`config.mk`:
```
export PLATFORM = sky130hd
export DESIGN_NAME = approx_motif_read_filter_core
export DESIGN_NICKNAME = d
export VERILOG_FILES = /design/src/rtl/amrf_pkg.sv /design/src/rtl/amrf_regs.sv /design/src/rtl/amrf_dp.sv /design/src/rtl/amrf_ctrl.sv /design/src/rtl/approx_motif_read_filter_core.sv
export SDC_FILE = /design/constraint.sdc
export NUM_CORES = 2
export LEC_CHECK = 0
export BUFFER_PORTS_ARGS = -buffer_cell sky130_fd_sc_hd__buf_4
export CELL_PAD_IN_SITES_DETAIL_PLACEMENT = 1
export CELL_PAD_IN_SITES_GLOBAL_PLACEMENT = 1
export CORE_ASPECT_RATIO = 0.9
export CORE_MARGIN = 5
export CORE_UTILIZATION = 61
export DETAILED_ROUTE_END_ITERATION = 7
export GPL_ROUTABILITY_DRIVEN = 0
export PLACE_DENSITY = 0.91
export REMOVE_ABC_BUFFERS = 1
export SLEW_MARGIN = 20
export SYNTH_ARGS = -nofsm -noshare
export SYNTH_HDL_FRONTEND = slang
export SYNTH_SLANG_ARGS = --single-unit
```
`constraint.sdc`:
```
create_clock -name clk -period 22.1 [get_ports clk]
set_input_delay 0 -clock clk [delete_from_list [all_inputs] [get_ports clk]]
set_output_delay 0 -clock clk [all_outputs]
set_load 0.02 [all_outputs]
```
`src/rtl/amrf_pkg.sv`:
```
// amrf_pkg: shared types, constants and codes for the approximate motif read filter.
// Used by every module under rtl; depends on nothing.
package amrf_pkg;

  localparam int SHORT_LEN_DEF  = 5;
  localparam int STRICT_LEN_DEF = 10;
  localparam int MAX_MOTIFS_DEF = 16;

  localparam logic [7:0] HEADER_MARK_A = 8'h3E;  // '>'
  localparam logic [7:0] HEADER_MARK_B = 8'h40;  // '@'

  // request codes
  localparam logic [1:0] REQ_LOAD_SHORT  = 2'd0;
  localparam logic [1:0] REQ_LOAD_STRICT = 2'd1;
  localparam logic [1:0] REQ_READ_CHAR   = 2'd2;

  // register indexes
  localparam logic [1:0] REG_SHORT_COUNT   = 2'd0;
  localparam logic [1:0] REG_STRICT_COUNT  = 2'd1;
  localparam logic [1:0] REG_SHORT_MARGIN  = 2'd2;
  localparam logic [1:0] REG_STRICT_MARGIN = 2'd3;

  typedef struct packed {
    logic [1:0] req_type;
    logic [3:0] entry_index;
    logic [3:0] char_position;
    logic [7:0] char_value;
    logic       end_of_line;
  } in_item_t;

  typedef struct packed {
    logic keep;
    logic short_hit;
    logic strict_hit;
  } out_item_t;

  typedef struct packed {
    logic [4:0] short_count;
    logic [4:0] strict_count;
    logic [2:0] short_margin;
    logic [3:0] strict_margin;
  } cfg_t;

  typedef struct packed {
    logic load_short;
    logic load_strict;
    logic char_step;
    logic clear_line;
    logic scan;
    logic emit;
  } cmd_t;

  typedef struct packed {
    logic [1:0] req_type;
    logic       eol;
    logic       hdr_now;
    logic       scan_last;
  } status_t;

endpackage

```
`src/rtl/amrf_regs.sv`:
```
// amrf_regs: APB-style configuration registers (counts and margins).
// Depends on amrf_pkg.
module amrf_regs (
  input  logic               clk,
  input  logic               rst,
  input  logic               psel,
  input  logic               penable,
  input  logic               pwrite,
  input  logic [3:0]         paddr,
  input  logic [31:0]        pwdata,
  output logic [31:0]        prdata,
  output logic               pready,
  output amrf_pkg::cfg_t     cfg
);

  logic wr_en;

  assign pready = 1'b1;
  assign wr_en  = psel && penable && pwrite;

  always_ff @(posedge clk) begin
    if (rst) begin
      cfg <= '0;
    end else if (wr_en) begin
      case (paddr[3:2])
        amrf_pkg::REG_SHORT_COUNT:   cfg.short_count   <= pwdata[4:0];
        amrf_pkg::REG_STRICT_COUNT:  cfg.strict_count  <= pwdata[4:0];
        amrf_pkg::REG_SHORT_MARGIN:  cfg.short_margin  <= pwdata[2:0];
        amrf_pkg::REG_STRICT_MARGIN: cfg.strict_margin <= pwdata[3:0];
        default: ;
      endcase
    end
  end

  always_comb begin
    case (paddr[3:2])
      amrf_pkg::REG_SHORT_COUNT:   prdata = {27'd0, cfg.short_count};
      amrf_pkg::REG_STRICT_COUNT:  prdata = {27'd0, cfg.strict_count};
      amrf_pkg::REG_SHORT_MARGIN:  prdata = {29'd0, cfg.short_margin};
      amrf_pkg::REG_STRICT_MARGIN: prdata = {28'd0, cfg.strict_margin};
      default:                     prdata = '0;
    endcase
  end

endmodule

```
`src/rtl/amrf_dp.sv`:
```
// amrf_dp: datapath - motif memories, sliding window, line flags, entry scan
// and Hamming compare, result register. Depends on amrf_pkg.
module amrf_dp #(
  parameter int SHORT_LEN  = amrf_pkg::SHORT_LEN_DEF,
  parameter int STRICT_LEN = amrf_pkg::STRICT_LEN_DEF,
  parameter int MAX_MOTIFS = amrf_pkg::MAX_MOTIFS_DEF
) (
  input  logic                clk,
  input  logic                rst,
  input  amrf_pkg::in_item_t  in_data,
  input  amrf_pkg::cfg_t      cfg,
  input  amrf_pkg::cmd_t      cmd,
  output amrf_pkg::status_t   status,
  output amrf_pkg::out_item_t out_data
);

  localparam int WIN_LEN = (SHORT_LEN > STRICT_LEN) ? SHORT_LEN : STRICT_LEN;
  localparam int IDX_W   = (MAX_MOTIFS > 1) ? $clog2(MAX_MOTIFS) : 1;
  localparam int SPW     = (SHORT_LEN > 1) ? $clog2(SHORT_LEN) : 1;
  localparam int TPW     = (STRICT_LEN > 1) ? $clog2(STRICT_LEN) : 1;
  localparam int FW      = $clog2(WIN_LEN + 1);
  localparam int SDW     = $clog2(SHORT_LEN + 1);
  localparam int TDW     = $clog2(STRICT_LEN + 1);
  localparam int SCW     = (SDW > 3) ? SDW : 3;
  localparam int TCW     = (TDW > 4) ? TDW : 4;
  localparam int CNW     = (IDX_W + 1 > 5) ? IDX_W + 1 : 5;

  logic [SHORT_LEN-1:0][7:0]  short_mem  [MAX_MOTIFS];
  logic [STRICT_LEN-1:0][7:0] strict_mem [MAX_MOTIFS];
  logic [SHORT_LEN-1:0][7:0]  short_row;
  logic [STRICT_LEN-1:0][7:0] strict_row;

  logic [WIN_LEN-1:0][7:0] win;
  logic [WIN_LEN-1:0][7:0] win_next;
  logic [FW-1:0]           fill;
  logic                    at_line_start;
  logic                    in_header;
  logic                    short_found;
  logic                    strict_found;
  logic [IDX_W-1:0]        idx;
  logic                    short_cmp_v;
  logic                    strict_cmp_v;

  logic [IDX_W+3:0] ent_ext;
  logic [SPW+3:0]   spos_ext;
  logic [TPW+3:0]   tpos_ext;
  logic             ent_ok;
  logic             is_mark;
  logic [SDW-1:0]   short_diff;
  logic [TDW-1:0]   strict_diff;
  logic             short_hit_now;
  logic             strict_hit_now;

  assign ent_ext  = {{IDX_W{1'b0}}, in_data.entry_index};
  assign spos_ext = {{SPW{1'b0}}, in_data.char_position};
  assign tpos_ext = {{TPW{1'b0}}, in_data.char_position};
  assign ent_ok   = ent_ext < (IDX_W + 4)'(MAX_MOTIFS);
  assign is_mark  = (in_data.char_value == amrf_pkg::HEADER_MARK_A) ||
                    (in_data.char_value == amrf_pkg::HEADER_MARK_B);

  assign status.req_type  = in_data.req_type;
  assign status.eol       = in_data.end_of_line;
  assign status.hdr_now   = at_line_start ? is_mark : in_header;
  assign status.scan_last = (idx == IDX_W'(MAX_MOTIFS - 1));

  // motif memories: byte-lane writes, one row read per cycle while scanning
  always_ff @(posedge clk) begin
    if (cmd.load_short && ent_ok && spos_ext < (SPW + 4)'(SHORT_LEN)) begin
      short_mem[ent_ext[IDX_W-1:0]][spos_ext[SPW-1:0]] <= in_data.char_value;
    end
    if (cmd.load_strict && ent_ok && tpos_ext < (TPW + 4)'(STRICT_LEN)) begin
      strict_mem[ent_ext[IDX_W-1:0]][tpos_ext[TPW-1:0]] <= in_data.char_value;
    end
  end

  always_ff @(posedge clk) begin
    if (cmd.scan) begin
      short_row  <= short_mem[idx];
      strict_row <= strict_mem[idx];
    end
  end

  always_comb begin
    for (int i = 0; i < WIN_LEN - 1; i++) begin
      win_next[i] = win[i+1];
    end
    win_next[WIN_LEN-1] = in_data.char_value;
  end

  always_comb begin
    short_diff = '0;
    for (int k = 0; k < SHORT_LEN; k++) begin
      short_diff = short_diff +
                   SDW'(win[WIN_LEN-SHORT_LEN+k] != short_row[k]);
    end
    strict_diff = '0;
    for (int k = 0; k < STRICT_LEN; k++) begin
      strict_diff = strict_diff +
                    TDW'(win[WIN_LEN-STRICT_LEN+k] != strict_row[k]);
    end
    short_hit_now  = short_cmp_v && (SCW'(short_diff) < SCW'(cfg.short_margin));
    strict_hit_now = strict_cmp_v && (TCW'(strict_diff) < TCW'(cfg.strict_margin));
  end

  always_ff @(posedge clk) begin
    if (cmd.char_step && !status.hdr_now) begin
      win <= win_next;
    end
    if (cmd.emit) begin
      out_data.keep       <= short_found && strict_found;
      out_data.short_hit  <= short_found;
      out_data.strict_hit <= strict_found;
    end
  end

  always_ff @(posedge clk) begin
    if (rst) begin
      fill          <= '0;
      at_line_start <= 1'b1;
      in_header     <= 1'b0;
      short_found   <= 1'b0;
      strict_found  <= 1'b0;
      idx           <= '0;
      short_cmp_v   <= 1'b0;
      strict_cmp_v  <= 1'b0;
    end else begin
      short_cmp_v  <= cmd.scan && (CNW'(idx) < CNW'(cfg.short_count)) &&
                      (fill >= FW'(SHORT_LEN));
      strict_cmp_v <= cmd.scan && (CNW'(idx) < CNW'(cfg.strict_count)) &&
                      (fill >= FW'(STRICT_LEN));
      if (cmd.char_step) begin
        idx <= '0;
      end else if (cmd.scan) begin
        idx <= idx + 1'b1;
      end
      if (cmd.clear_line || cmd.emit) begin
        fill          <= '0;
        at_line_start <= 1'b1;
        in_header     <= 1'b0;
        short_found   <= 1'b0;
        strict_found  <= 1'b0;
      end else begin
        if (short_hit_now) begin
          short_found <= 1'b1;
        end
        if (strict_hit_now) begin
          strict_found <= 1'b1;
        end
        if (cmd.char_step) begin
          at_line_start <= 1'b0;
          in_header     <= status.hdr_now;
          if (!status.hdr_now && fill != FW'(WIN_LEN)) begin
            fill <= fill + 1'b1;
          end
        end
      end
    end
  end

endmodule

```
`src/rtl/amrf_ctrl.sv`:
```
// amrf_ctrl: controller state machine - input/output handshake, scan
// sequencing and result hand-off. Depends on amrf_pkg.
module amrf_ctrl (
  input  logic              clk,
  input  logic              rst,
  input  logic              in_valid,
  output logic              in_stall,
  output logic              out_valid,
  input  logic              out_stall,
  input  amrf_pkg::status_t status,
  output amrf_pkg::cmd_t    cmd
);

  typedef enum logic [1:0] {ST_IDLE, ST_SCAN, ST_DRAIN, ST_EMIT} state_t;

  state_t state;
  logic   eol_pend;
  logic   accept;
  logic   out_free;

  assign accept   = in_valid && !in_stall;
  assign out_free = !out_valid || !out_stall;

  always_comb begin
    cmd = '0;
    case (state)
      ST_IDLE: begin
        if (accept) begin
          case (status.req_type)
            amrf_pkg::REQ_LOAD_SHORT:  cmd.load_short = 1'b1;
            amrf_pkg::REQ_LOAD_STRICT: cmd.load_strict = 1'b1;
            amrf_pkg::REQ_READ_CHAR: begin
              cmd.char_step  = 1'b1;
              cmd.clear_line = status.hdr_now && status.eol;
            end
            default: ;
          endcase
        end
      end
      ST_SCAN: cmd.scan = 1'b1;
      ST_EMIT: cmd.emit = out_free;
      default: ;
    endcase
  end

  always_ff @(posedge clk) begin
    if (rst) begin
      state     <= ST_IDLE;
      in_stall  <= 1'b0;
      out_valid <= 1'b0;
      eol_pend  <= 1'b0;
    end else begin
      if (state == ST_EMIT && out_free) begin
        out_valid <= 1'b1;
      end else if (out_valid && !out_stall) begin
        out_valid <= 1'b0;
      end
      case (state)
        ST_IDLE: begin
          if (accept && status.req_type == amrf_pkg::REQ_READ_CHAR && !status.hdr_now) begin
            state    <= ST_SCAN;
            in_stall <= 1'b1;
            eol_pend <= status.eol;
          end
        end
        ST_SCAN: begin
          if (status.scan_last) begin
            state <= ST_DRAIN;
          end
        end
        ST_DRAIN: begin
          if (eol_pend) begin
            state <= ST_EMIT;
          end else begin
            state    <= ST_IDLE;
            in_stall <= 1'b0;
          end
        end
        ST_EMIT: begin
          if (out_free) begin
            state    <= ST_IDLE;
            in_stall <= 1'b0;
          end
        end
        default: state <= ST_IDLE;
      endcase
    end
  end

endmodule

```
`src/rtl/approx_motif_read_filter_core.sv`:
```
// approx_motif_read_filter_core: top level of the approximate motif read filter.
// Depends on amrf_pkg, amrf_regs, amrf_ctrl and amrf_dp.
//
//   channel  direction  handshake            payload
//   in       input      in_valid / in_stall  in_data  (amrf_pkg::in_item_t)
//   out      output     out_valid/out_stall  out_data (amrf_pkg::out_item_t)
//   cfg      input      APB psel/penable     paddr, pwdata, prdata
//
// Load, header and unused transactions complete in their accept cycle. A read
// character passes the accept cycle, then both motif memories scanned one entry
// per cycle on their single read ports, then a compare cycle; end of a
// non-header line then hands the result to the output register, waiting while
// an earlier result still waits there stalled. Reset is synchronous and needs
// no clearing pass; motif memories are undefined until loaded.
module approx_motif_read_filter_core #(
  parameter int SHORT_LEN  = amrf_pkg::SHORT_LEN_DEF,
  parameter int STRICT_LEN = amrf_pkg::STRICT_LEN_DEF,
  parameter int MAX_MOTIFS = amrf_pkg::MAX_MOTIFS_DEF
) (
  input  logic                clk,
  input  logic                rst,
  input  logic                in_valid,
  output logic                in_stall,
  input  amrf_pkg::in_item_t  in_data,
  output logic                out_valid,
  input  logic                out_stall,
  output amrf_pkg::out_item_t out_data,
  input  logic                psel,
  input  logic                penable,
  input  logic                pwrite,
  input  logic [3:0]          paddr,
  input  logic [31:0]         pwdata,
  output logic [31:0]         prdata,
  output logic                pready
);

  amrf_pkg::cfg_t    cfg;
  amrf_pkg::cmd_t    cmd;
  amrf_pkg::status_t status;

  amrf_regs u_regs (
    .clk     (clk),
    .rst     (rst),
    .psel    (psel),
    .penable (penable),
    .pwrite  (pwrite),
    .paddr   (paddr),
    .pwdata  (pwdata),
    .prdata  (prdata),
    .pready  (pready),
    .cfg     (cfg)
  );

  amrf_ctrl u_ctrl (
    .clk       (clk),
    .rst       (rst),
    .in_valid  (in_valid),
    .in_stall  (in_stall),
    .out_valid (out_valid),
    .out_stall (out_stall),
    .status    (status),
    .cmd       (cmd)
  );

  amrf_dp #(
    .SHORT_LEN  (SHORT_LEN),
    .STRICT_LEN (STRICT_LEN),
    .MAX_MOTIFS (MAX_MOTIFS)
  ) u_dp (
    .clk      (clk),
    .rst      (rst),
    .in_data  (in_data),
    .cfg      (cfg),
    .cmd      (cmd),
    .status   (status),
    .out_data (out_data)
  );

endmodule

```
# Word level (Yosys, flattened, before mapping)
# Memory sizes are Yosys's and may differ from the RTL's. A register that Yosys moved wholly into a read port is not among the register bits.
# Index checks and enable logic that the tools add are counted.
dict set report op_classes {
  n_addsub 15
  n_lt_le_gt_ge 13
  eq_ne 31
  mux 28
  n_reduce_logical 45
}
# operator n
set ops {}
lappend ops {{one-hot mux 32 bit (4 select lines)} 1}
lappend ops {{!= test 8 bit} 15}
lappend ops {{two-way mux 80 bit} 1}
lappend ops {{two-way mux 40 bit} 1}
lappend ops {{adder 4 x 1 -> 4 bit} 8}
lappend ops {{demux 8 bit (select 4 bit)} 1}
lappend ops {{demux 8 bit (select 3 bit)} 1}
lappend ops {{logical AND 1 bit} 23}
lappend ops {{two-way mux 8 bit} 2}
lappend ops {{two-way mux 1 bit} 12}
lappend ops {{AND reduction 2 bit} 6}
lappend ops {{equality test 2 bit, second input constant} 5}
lappend ops {{< comparator 4 x 5 -> 1 bit} 2}
lappend ops {{< comparator 4 x 5 -> 1 bit, second input constant} 2}
lappend ops {{two-way mux 2 bit} 5}
lappend ops {{adder 3 x 1 -> 3 bit} 3}
lappend ops {{adder 4 x 1 -> 4 bit, second input constant} 2}
lappend ops {{equality test 8 x 6 -> 1 bit, second input constant} 1}
lappend ops {{equality test 8 x 7 -> 1 bit, second input constant} 1}
lappend ops {{two-way mux 4 bit} 2}
lappend ops {{one-hot mux 2 bit (4 select lines)} 1}
lappend ops {{equality test 2 x 1 -> 1 bit, second input constant} 3}
lappend ops {{logical NOT 2 bit} 3}
lappend ops {{adder 1 x 1 -> 2 bit} 2}
lappend ops {{21 further kinds} 29}
dict set report word_totals {
  register_bits 119
  ramBits 1920
  input_bits 62
  out_inout_bits 38
  wordCells 163
  n_memories 2
}
# memory depth width rd rd_ports_with_merged_regs write_ports line_no
set mem_list {}
lappend mem_list {u_dp.strict_mem 16 80 1 1 1 amrf_dp.sv:29} ;# logic [STRICT_LEN-1:0][7:0] strict_mem [MAX_MOTIFS];
lappend mem_list {u_dp.short_mem 16 40 1 1 1 amrf_dp.sv:28} ;# logic [SHORT_LEN-1:0][7:0] short_mem [MAX_MOTIFS];

# Depth between registers and ports, before layout
dict set report depth {
  word_depth 12
  mapped_depth 18
  ltp_nobuf 18
}

# Hierarchy
# A second synthesis with hierarchy kept.
dict set report hier_totals {
  cells_unflattened 4013
  hier_area_um2 84028.1
}
# module instances cells_each area_each_um2 seq_area_each_um2
set by_module_without_submodules {}
lappend by_module_without_submodules {amrf_dp 1 3876 82663.0 64031.4}
lappend by_module_without_submodules {amrf_regs 1 106 1077.3 340.3}
lappend by_module_without_submodules {amrf_ctrl 1 31 287.8 100.1}

# Worst setup path after synthesis
# No wires, ideal clock.
dict set report synth_timing {
  kind {flip-flop to flip-flop}
  from {register u_ctrl.in_stall}
  to {register u_dp.win[0] in the netlist's numbering, enable pin}
  setup_ns 0.645
  arrival_time_ns 6.991
  required_time_ns 21.455
  setup_slack_ns 14.464
  path_stages_with_launch 4
  n_path_buf 0
  synth_period_minus_slack_ns 7.636
  path_cell_list {dfxtp_1 > nor4b_1 > nand2_1 > a211oi_1}
}
dict set report synth_between {
  elab_chain_len 5
}
# element line_no
set synth_rtl {}
lappend synth_rtl {{from (decl)} amrf_ctrl.sv:7} ;# output logic in_stall,
lappend synth_rtl {{from (signal assigned)} amrf_ctrl.sv:49} ;# in_stall <= 1'b0;
lappend synth_rtl {{from (signal assigned)} amrf_ctrl.sv:62} ;# in_stall <= 1'b1;
lappend synth_rtl {{from (signal assigned)} amrf_ctrl.sv:76} ;# in_stall <= 1'b0;
lappend synth_rtl {{logical NOT 1 bit} amrf_ctrl.sv:21} ;# assign accept = in_valid && !in_stall;
lappend synth_rtl {{logical AND 1 bit} amrf_ctrl.sv:21}
lappend synth_rtl {{two-way mux 4 bit} amrf_ctrl.sv:28} ;# if (accept) begin
lappend synth_rtl {{two-way mux 4 bit} amrf_ctrl.sv:26} ;# case (state)
lappend synth_rtl {{logical AND 1 bit} amrf_dp.sv:106} ;# if (cmd.char_step && !status.hdr_now) begin
lappend synth_rtl {{to (signal assigned)} amrf_dp.sv:107} ;# win <= win_next;
lappend synth_rtl {{to (decl)} amrf_dp.sv:33} ;# logic [WIN_LEN-1:0][7:0] win;
# Every way passes these cells.
# A chain may end at the register's enable or synchronous reset.

# Final worst setup path
dict set report layout_timing {
  from {register u_dp.win[7] in the netlist's numbering}
  to {register u_dp.strict_found}
}
dict set report layout_between {
  elab_chain_len 12
}
# element line_no
set layout_rtl {}
lappend layout_rtl {{!= test 8 bit} amrf_dp.sv:99} ;# TDW'(win[WIN_LEN-STRICT_LEN+k] != strict_row[k]);
lappend layout_rtl {{adder 1 x 1 -> 2 bit} amrf_dp.sv:98} ;# strict_diff = strict_diff +
lappend layout_rtl {{adder 4 x 1 -> 4 bit (8 in a row)} amrf_dp.sv:98}
lappend layout_rtl {{< comparator 4 bit} amrf_dp.sv:102} ;# strict_hit_now = strict_cmp_v && (TCW'(strict_diff) < TCW'(cfg.strict_margin));
lappend layout_rtl {{logical AND 1 bit} amrf_dp.sv:102}
lappend layout_rtl {{to (signal assigned)} amrf_dp.sv:122} ;# strict_found <= 1'b0;
lappend layout_rtl {{to (signal assigned)} amrf_dp.sv:141} ;# strict_found <= 1'b0;
lappend layout_rtl {{to (signal assigned)} amrf_dp.sv:147} ;# strict_found <= 1'b1;
lappend layout_rtl {{to (decl)} amrf_dp.sv:39} ;# logic strict_found;
# Every way passes these cells.

==> results.json <==
{
  "detail-route-antenna-nets": 0,
  "syn_area_sq_um": 82800,
  "wl_per_cell_microns": 41.8,
  "comb_power_share_pct": 3.5,
  "slew_violations": 0,
  "die-area_sq_um": 143000,
  "drt_iter0_markers": 7160,
  "hpwl_microns": 122000,
  "cts-root-buf": "clkbuf_16",
  "synth-seq-area-share_pct": 77.8,
  "cts_setup_buffers": 0,
  "nets": 3858,
  "ys_ff_latch": 2159,
  "syn_avg_cell_area_sq_um": 22.9,
  "cp_max_fo": 2,
  "synth_top_cell_area_share_pct": 77.0,
  "globalRoute.totalOverflow": 0,
  "antenna_found_initial": 13,
  "start_util_pct": 61.3,
  "grt_max_degree": 194,
  "gr-usage-met1_pct": 46.2,
  "critPathLaunchType": "flip-flop",
  "hold_viol": 0,
  "cp-end-kind": "flip-flop",
  "p_seq_share_pct": 54.4,
  "cts_buffer_depth": 3,
  "die_h_microns": 360,
  "async_reset_ff_share_pct": 0,
  "grt_pass1_vias": 43061,
  "clk_pin_slew_ps": 70,
  "worstSetupPathType": "flip-flop to flip-flop",
  "hp-class": "input pin to flip-flop",
  "busiest_layer": "met2",
  "utilization_pct": 68.0,
  "leakagePower_uw": 0.0275,
  "crit_required_ps": 22840,
  "rows": 128,
  "worstMarginPinSlew_ps": 1280,
  "finClkSkew_ps": 38.8,
  "fin_crit_ps": 5960,
  "multi_input_area_sq_um": 17500,
  "post_synth_main_area_contributors": "edfxtp_1 (77%), mux4_2 (16%), nor2_1 (1.2%), xor2_1 (1.1%), dfxtp_1 (0.87%)",
  "first_pass_iters": 6,
  "drt_wl_total_microns": 240000,
  "relSlewSlack_pct": 14.8,
  "die_w_microns": 398,
  "cts_tree": "built",
  "drive_above_1_share_pct": 25.3,
  "synth_edf_count": 2123,
  "fin_tns_setup_ps": 0,
  "p_int_uw": 6500,
  "final_cell_area_sq_um": 91900,
  "route.detailed.drc": 0,
  "viasPerCell": 7.31,
  "coreArea_sq_um": 135000,
  "p_clk_share_pct": 42.1,
  "io_buffers": 42,
  "clock_sinks": 2159,
  "synthFlopType": "edfxtp_1",
  "p_per_area_nw_per_um2": 90.5,
  "period_share_pct": 27.0,
  "boundaryPins": 100,
  "power_uw": 8320,
  "use_met3_pct": 7.34,
  "max_freq_ghz": 0.168,
  "worstPathArrival_ps": 6700,
  "vias": 42051,
  "rsz0062_at_grt": "false",
  "grt.total_usage_pct": 34.1,
  "synth_cell_type_count": 47,
  "synth_top_cell_by_area": "edfxtp_1",
  "outcome": "finished, final reports clean",
  "clk_latency_ps": 840,
  "place_area_sq_um": 85100,
  "regArea_sq_um": 64500,
  "fillers": 10245,
  "htree_levels": 4,
  "postSynthCellCount": 3618,
  "grtUsageMet2_pct": 54.5,
  "finalSetupViolCount": 0,
  "tritoncts.num_buffers": 200,
  "grt_pass1_wl_microns": 343000,
  "swShare_pct": 21.9,
  "synthToLayoutAreaGrowth_pct": 11.0,
  "vdd_drop_max_v": 0.0000748,
  "yosysWarnings": 0,
  "p_switching_uw": 1820,
  "drv_cap": 0
}
## worst paths after layout
kind / slack (ps) / cells after the start / from / to
hold reg to reg: 490 / 0 / u_dp.win[20]$_DFFE_PP_ / u_dp.win[12]$_DFFE_PP_
setup / recovery: 16140 / 18 / u_dp.win[7]$_DFFE_PP_ / u_dp.strict_found$_SDFFE_PP0P_
hold / removal: 80 / 4 / pwdata[0] / u_regs.cfg[12]$_SDFFE_PP0P_
setup reg to reg: 16140 / 18 / u_dp.win[7]$_DFFE_PP_ / u_dp.strict_found$_SDFFE_PP0P_
## cell usage in the layout, fill, tap and decap left out, drive strengths merged, types with 6 or more instances in the layout
| cell type | n |
|---|---|
| a21o | 7 |
| a21oi | 18 |
| buf | 73 |
| bufinv | 16 |
| clkbuf | 249 |
| clkinv | 94 |
| clkinvlp | 6 |
| conb | 28 |
| dfxtp | 36 |
| dlygate4sd3 | 42 |
| edfxtp | 2123 |
| fa | 8 |
| ha | 23 |
| inv | 36 |
| mux2i | 17 |
| mux4 | 603 |
| nand2 | 39 |
| nand2b | 7 |
| nand3 | 16 |
| nand4 | 10 |
| nor2 | 268 |
| nor2b | 11 |
| nor3 | 7 |
| nor4 | 27 |
| xnor2 | 17 |
| xor2 | 107 |
## flip-flops by register name, indices dropped and copies added, names as in the netlist
name	cells
u_ctrl.eol_pend	1
u_ctrl.in_stall	1
u_ctrl.out_valid	1
u_ctrl.state	2
u_dp.at_line_start	1
u_dp.fill	4
u_dp.idx	4
u_dp.in_header	1
u_dp.out_data	3
u_dp.short_cmp_v	1
u_dp.short_found	1
u_dp.short_mem	640
u_dp.short_row	40
u_dp.strict_cmp_v	1
u_dp.strict_found	1
u_dp.strict_mem	1280
u_dp.strict_row	80
u_dp.win	80
u_regs.cfg	17
## power by group through the flow
| stage | logic [uW] | registers, uW | clock network, uW |
|---|---|---|---|
| finish | 295 | 4530 | 3500 |
| global route | 304 | 4520 | 3720 |
| CTS | 290 | 4530 | 3500 |
| detailed placement | 275 | 4610 | 0 |
| global placement | 255 | 4610 | 0 |
| floorplan | 227 | 4630 | 0 |
## critical path: stages, from the launching register on
cell	delay, ps
edfxtp_1	410
xor2_1	170
nor4_1	570
nand2_1	200
ha_1	440
fa_1	580
fa_1	580
inv_1	70
fa_1	540
inv_1	110
fa_1	550
inv_1	110
fa_1	430
inv_1	120
ha_1	250
a21o_1	160
a21oi_1	230
o21ai_0	140
a21oi_1	210
## cells in the mapped netlist, drive strengths merged (11+ instances only)
cell type / number
a21oi: 18
buf: 81
clkbuf: 123
dfxtp: 36
edfxtp: 2123
ha: 23
inv: 29
mux2i: 17
mux4: 603
nand2: 39
nand3: 16
nor2: 268
nor2b: 11
nor4: 27
xnor2: 17
xor2: 107
## what timing repair did
action,CTS,global route
endpoints found under the hold margin,654,0
hold buffers,42,0
gates resized for setup,0,0
## cells by family after synthesis
kind of cell             count (synthesis)  synth area share (%)
multiplexers                           620                  16.6
buffers and inverters                  233                  1.21
flip-flops                            2159                  77.8
AND/OR/NAND/NOR                        404                  2.15
AO/OA/AOI/OAI                           45                 0.344
XOR/XNOR                               124                  1.31
adder cells (fa/ha/maj)                 31                 0.541
other                                    2               0.00907
## per-stage QoR
| stage | hold WS, ps | cells | setup WS (ps) |
|---|---|---|---|
| floorplan | 69.1 | 3440 | 1010 |
| global placement | 244 | 5339 | 16910 |
| detailed placement | 278 | 5339 | 16640 |
| CTS | 25.2 | 5745 | 16170 |
| global route | 75.0 | 5748 | 16100 |
| finish | 80.1 | 5752 | 16140 |
## routing by layer
layer  vias to the layer above  wire length, microns
li1                      15309                     -
met2                      3935                119000
met5                         -                    57
met3                       725                 27100
met4                        10                 13200
met1                     22072                 81400
## area by class of cell
class	instances	area share, %
flip-flops and latches	2159	70.1
clock buffers	241	5.75
repair buffers	123	1.31
clock inverters	123	1.14
inverters	29	0.118
multi-input cells	1252	19.1
well taps	1820	2.48
diodes	5	0.0136
No activity file was read; power rests on OpenSTA's default activity.
